===== src/design/ostev_pkg.sv =====
// ----------------------------------------------------------------------------
// ostev_pkg
// Shared types, constants and helpers for the ocean spectrum time evolution
// pipeline.
// ----------------------------------------------------------------------------
package ostev_pkg;

  localparam int GRID_N = 64;
  localparam int GRID_M = 64;
  localparam int BIN_W  = 6;
  localparam int CB_W   = BIN_W + 1;
  localparam logic signed [CB_W-1:0] CENTRE_N = CB_W'(GRID_N / 2);
  localparam logic signed [CB_W-1:0] CENTRE_M = CB_W'(GRID_M / 2);

  localparam int STEP_W = 16;
  localparam int GRAV_W = 22;
  localparam int DATA_W = 32;
  localparam int K_W    = 22;
  localparam int RAD_W  = 44;
  localparam int ROOT_W = 22;
  localparam int REM_W  = 26;
  localparam int SQRT_STEPS  = 2;
  localparam int SQRT_STAGES = ROOT_W / SQRT_STEPS;

  localparam int Q_W        = 32;
  localparam int DIV_R_W    = K_W + 1;
  localparam int DIV_STEPS  = 4;
  localparam int DIV_STAGES = Q_W / DIV_STEPS;

  localparam int CS_W          = 34;
  localparam int CORDIC_ITERS  = 24;
  localparam int CORDIC_STEPS  = 3;
  localparam int CORDIC_STAGES = CORDIC_ITERS / CORDIC_STEPS;
  localparam int CORDIC_GAIN   = 652032874;
  localparam logic [31:0] ATAN_TURNS [CORDIC_ITERS] = '{
    32'd536870912, 32'd316933406, 32'd167458907, 32'd85004756, 32'd42667331,
    32'd21354465, 32'd10679838, 32'd5340245, 32'd2670163, 32'd1335087,
    32'd667544, 32'd333772, 32'd166886, 32'd83443, 32'd41722, 32'd20861,
    32'd10430, 32'd5215, 32'd2608, 32'd1304, 32'd652, 32'd326, 32'd163, 32'd81
  };

  localparam int RECIP_W = 30;
  localparam logic [RECIP_W-1:0] TURN_RECIP = 30'd683565276;

  localparam int CFG_IDX_W = 2;
  localparam logic [CFG_IDX_W-1:0] REG_STEP_X  = 2'd0;
  localparam logic [CFG_IDX_W-1:0] REG_STEP_Z  = 2'd1;
  localparam logic [CFG_IDX_W-1:0] REG_GRAVITY = 2'd2;
  localparam logic [STEP_W-1:0] STEP_RESET    = 16'd412;
  localparam logic [GRAV_W-1:0] GRAVITY_RESET = 22'd642908;

  typedef struct packed {
    logic [31:0]        t;
    logic signed [31:0] ar;
    logic signed [31:0] ai;
    logic signed [31:0] br;
    logic signed [31:0] bi;
    logic signed [K_W-1:0] kx;
    logic signed [K_W-1:0] kz;
    logic [ROOT_W-1:0]  kmag;
    logic signed [31:0] ux;
    logic signed [31:0] uz;
  } item_t;

  typedef struct packed {
    logic signed [31:0] height_re;
    logic signed [31:0] height_im;
    logic signed [31:0] slope_x_re;
    logic signed [31:0] slope_x_im;
    logic signed [31:0] slope_z_re;
    logic signed [31:0] slope_z_im;
    logic signed [31:0] disp_x_re;
    logic signed [31:0] disp_x_im;
    logic signed [31:0] disp_z_re;
    logic signed [31:0] disp_z_im;
  } result_t;

  function automatic logic signed [49:0] rnd16(input logic signed [65:0] v);
    logic signed [65:0] s;
    s = v + 66'sd32768;
    return s[65:16];
  endfunction

  function automatic logic signed [35:0] rnd30(input logic signed [65:0] v);
    logic signed [65:0] s;
    s = v + 66'sd536870912;
    return s[65:30];
  endfunction

  function automatic logic signed [31:0] sat32(input logic signed [51:0] v);
    if (v > 52'sd2147483647) begin
      return 32'sh7fffffff;
    end else if (v < -52'sd2147483648) begin
      return 32'sh80000000;
    end else begin
      return v[31:0];
    end
  endfunction

endpackage


===== src/design/ostev_skid.sv =====
// ----------------------------------------------------------------------------
// ostev_skid
// Output register with a skid slot; its ready is registered and stalls the pipe.
// ----------------------------------------------------------------------------
module ostev_skid (
  input  logic               clk,
  input  logic               rst,
  input  logic               in_valid,
  input  ostev_pkg::result_t in_data,
  output logic               in_ready,
  output logic               out_valid,
  output ostev_pkg::result_t out_data,
  input  logic               out_ready
);
  logic               skid_valid;
  ostev_pkg::result_t skid_data;
  logic               in_fire;
  logic               out_free;

  assign in_ready = !skid_valid;
  assign in_fire  = in_valid && in_ready;
  assign out_free = !out_valid || out_ready;

  always_ff @(posedge clk) begin
    if (rst) begin
      out_valid  <= 1'b0;
      skid_valid <= 1'b0;
    end else if (out_free) begin
      if (skid_valid) begin
        out_valid  <= 1'b1;
        skid_valid <= 1'b0;
      end else begin
        out_valid  <= in_fire;
      end
    end else if (in_fire) begin
      skid_valid <= 1'b1;
    end
  end

  always_ff @(posedge clk) begin
    if (out_free) begin
      if (skid_valid) begin
        out_data <= skid_data;
      end else if (in_fire) begin
        out_data <= in_data;
      end
    end else if (in_fire) begin
      skid_data <= in_data;
    end
  end
endmodule


===== config.mk =====
export PLATFORM = sky130hd
export DESIGN_NAME = ostev_skid
export DESIGN_NICKNAME = d
export VERILOG_FILES = /design/src/design/ostev_pkg.sv /design/src/design/ostev_skid.sv
export SDC_FILE = /design/constraint.sdc
export NUM_CORES = 1
export LEC_CHECK = 0
export BUFFER_PORTS_ARGS = -buffer_cell sky130_fd_sc_hd__buf_2
export CORE_ASPECT_RATIO = 0.5
export CORE_MARGIN = 1
export CORE_UTILIZATION = 50
export DETAILED_ROUTE_END_ITERATION = 8
export HOLD_SLACK_MARGIN = 0.08
export PLACE_DENSITY = 0.83
export SLEW_MARGIN = 0
export SYNTH_ARGS = -nofsm -noshare
export SYNTH_HDL_FRONTEND = slang
export SYNTH_SLANG_ARGS = --single-unit

===== constraint.sdc =====
create_clock -name clk -period 52.7 [get_ports clk]
set_clock_uncertainty 0.15 [all_clocks]
set_input_delay 2.635 -clock clk [delete_from_list [all_inputs] [get_ports clk]]
set_output_delay 2.635 -clock clk [all_outputs]
set_load 0.005 [all_outputs]

==> results_dict.tcl <==
set metrics [dict create \
    num_rows 56 \
    cts_setup_buffers 0 \
    grt_pass1_wl_mm 81.5 \
    final_cell_area_sq_mm 0.0299 \
    syn_nets 1329 \
    cp.depth 5 \
    cts_buffer_depth 3 \
    period_needed_ns 5.35 \
    postCtsHoldBufs 0 \
    hp-class "flop to flop" \
    grt_max_degree 159 \
    core_sq_mm 0.0473 \
    cts_repair_resize_count 0 \
    wl_mm 60.0 \
    io_buffers 645 \
    cap_violations 0 \
    outcome "completed" \
    synthArstFlopShare 0 \
    h-tree-depth 2 \
    drt_iter0_drc 1350 \
    cp.buffers_inverters 3 \
    ys_ff_latch 642 \
    max_clock_freq_mhz 187 \
    vias 12300 \
    synth_warnings 0 \
    die_w_um 313 \
    die_area_sq_mm 0.0494 \
    dp.final_hpwl_mm 42.5 \
    placed_cell_area_sq_mm 0.0280 \
    synth_top_family_by_area "multiplexers" \
    powerDensity_mw_per_mm2 36.4 \
    synth_compound_area_frac 0.000516 \
    crit_path_max_fanout 75 \
    worst_r2r_path_depth 3 \
    synthCells 1005 \
    synthSimpleGateAreaFrac 0.000930 \
    syn_area_per_cell_sq_um 24.1 \
    crit_family "buffers and inverters" \
    ant_nets 0 \
    syn_area_sq_mm 0.0242 \
    max_stage_delay_ns 0.89 \
    synthMuxAreaShare 0.188 \
    synthTopCellsByArea "edfxtp_1, mux2_4, mux2_2" \
    synth_fa_ha_area_frac 0 \
    final_nets 2005 \
    finalSetupViolCount 0 \
    cp.arrival_ns 5.40 \
    yosysSeqAreaShare 0.795 \
    path_clk_slew_ns 0.07 \
    endpoint_kind "flop" \
    first_pass_iters 7 \
    grt_pass1_vias 12300 \
    dieHeight_um 158 \
    synth_cell_types 13 \
    antenna_found_initial 28 \
    synth_edf_count 640 \
    cellLeakagePower_uw 0.0115 \
    via_per_inst 5.17 \
    io_pins 646 \
    yosysTopAreaCell "edfxtp_1" \
    synthTopCellsByCount "edfxtp_1, mux2_4, mux2_2" \
    synthFlopType "edfxtp_1" \
    crit_path_cell_trace "buf_2 > nand2b_1 > o21a_4 > buf_4 > buf_4" \
    min_period_over_period 0.101 \
    synth_xor_area_frac 0 \
    cts_sinks 642 \
    power.total_uw 1090 \
    worst_path_max_delay_cell "buf_4" \
    drc_errors 0 \
    hold_viol 0 \
    ir_drop_mv 0.0251 \
    critPathKind "input pin to flop" \
    clockRootBuffer "clkbuf_16" \
    cts-buffers-inserted 54 \
    gr-usage-all-layers 0.231 \
    gp_congestion 0.935 \
    worst_pin_slew_ns 1.20 \
    wl_per_cell_um 25.2 \
    drive_above_1_share 0.612 \
    yosys.area.top_type_share 0.793 \
    rsz0062_at_grt "false" \
    fin_tns_setup_ns 0 \
    clock_latency_ns 0.60 \
    hold-worst-slack_ns 0.382 \
    grt_overflow 0 \
    start_util 0.512 \
    post-synth-top-count-cell "edfxtp_1" \
    crit_top_cell "buf_4" \
    slew_violations 0 \
    startpoint_type "input pin" \
    cp.required_ns 52.75 \
    areaGrowthSynthToFinish_pct 23.3 \
    slew_headroom 0.203 \
    holdPathStages 1 \
    tritoncts "done" \
]
## routing by layer
metal,global-route usage,up-vias,wire length [um]
met2,0.393,456,31700
met1,0.277,6343,22300
li1,-,5406,-
met5,0,-,13
met3,0.0682,126,4060
met4,0.0962,2,1870
## worst paths after layout
kind | from | endpoint | slack, ns
hold / removal | skid_data[228] | out_data[228] | 0.38
setup / recovery | out_ready | out_data[158] | 47.35
setup reg to reg | skid_valid | out_data[158] | 48.73
hold reg to reg | skid_data[228] | out_data[228] | 0.38
## cells in the final DEF (no fill, tap or decap)
master and n:
clkinv_2 8, clkbuf_8 2, mux2_4 256, buf_4 9, nor3b_2 1, clkbuf_16 54, buf_2 645, bufinv_16 7
inv_1 1, clkinv_16 1, nor3_1 1, mux2_2 64, inv_6 2, nand2b_1 1, diode_2 20, buf_12 2
dfxtp_1 1, a21oi_1 1, clkinvlp_4 2, nor2_1 1, dfxtp_4 1, edfxtp_1 640, inv_8 1, clkinv_1 11
inv_16 1, clkbuf_1 12, o21a_4 1
## logic make-up (layout without fill, tap and decap cells)
family | Yosys count | in the layout
flops | 642 | 642
buf+inv | 37 | 758
simple gates | 4 | 4
compound gates | 2 | 2
mux | 320 | 320
other cells | 0 | 20
## through the flow
stage / cells / utilization / setup slack, ns
4_1_cts: 2364 / 0.631 / 47.37
2_1_floorplan: 1005 / - / 25.21
3_5_place_dp: 2263 / 0.592 / 46.72
5_1_grt: 2383 / 0.632 / 47.17
6_report: 2384 / 0.632 / 47.35
3_3_place_gp: 2263 / 0.592 / 46.75
## worst register-to-register path: stages (launching register included)
cell,delay [ns]
dfxtp_4,0.86
o21a_4,0.72
buf_4,0.83
buf_4,0.97
## registers in the layout (all words and copies together) (netlist names)
register / cells
out_data: 320
skid_data: 320
out_valid: 1
skid_valid: 1
## layout make-up
class | instances | area (sq um)
diodes | 20 | 50.0
clock buffers | 68 | 1420
clock inverters | 33 | 385
fillers | 3313 | 17400
inverters | 1 | 3.75
multi-input cells | 326 | 4610
flip-flops and latches | 642 | 19300
well taps | 638 | 798
repair buffers | 656 | 3340
## report_power, final
part | switching [uW] | internal [uW]
Clock | 184 | 228
Combinational | 39.3 | 38.6
Sequential | 7.61 | 590
Total | 231 | 857
(Power assumes the default switching activity.)
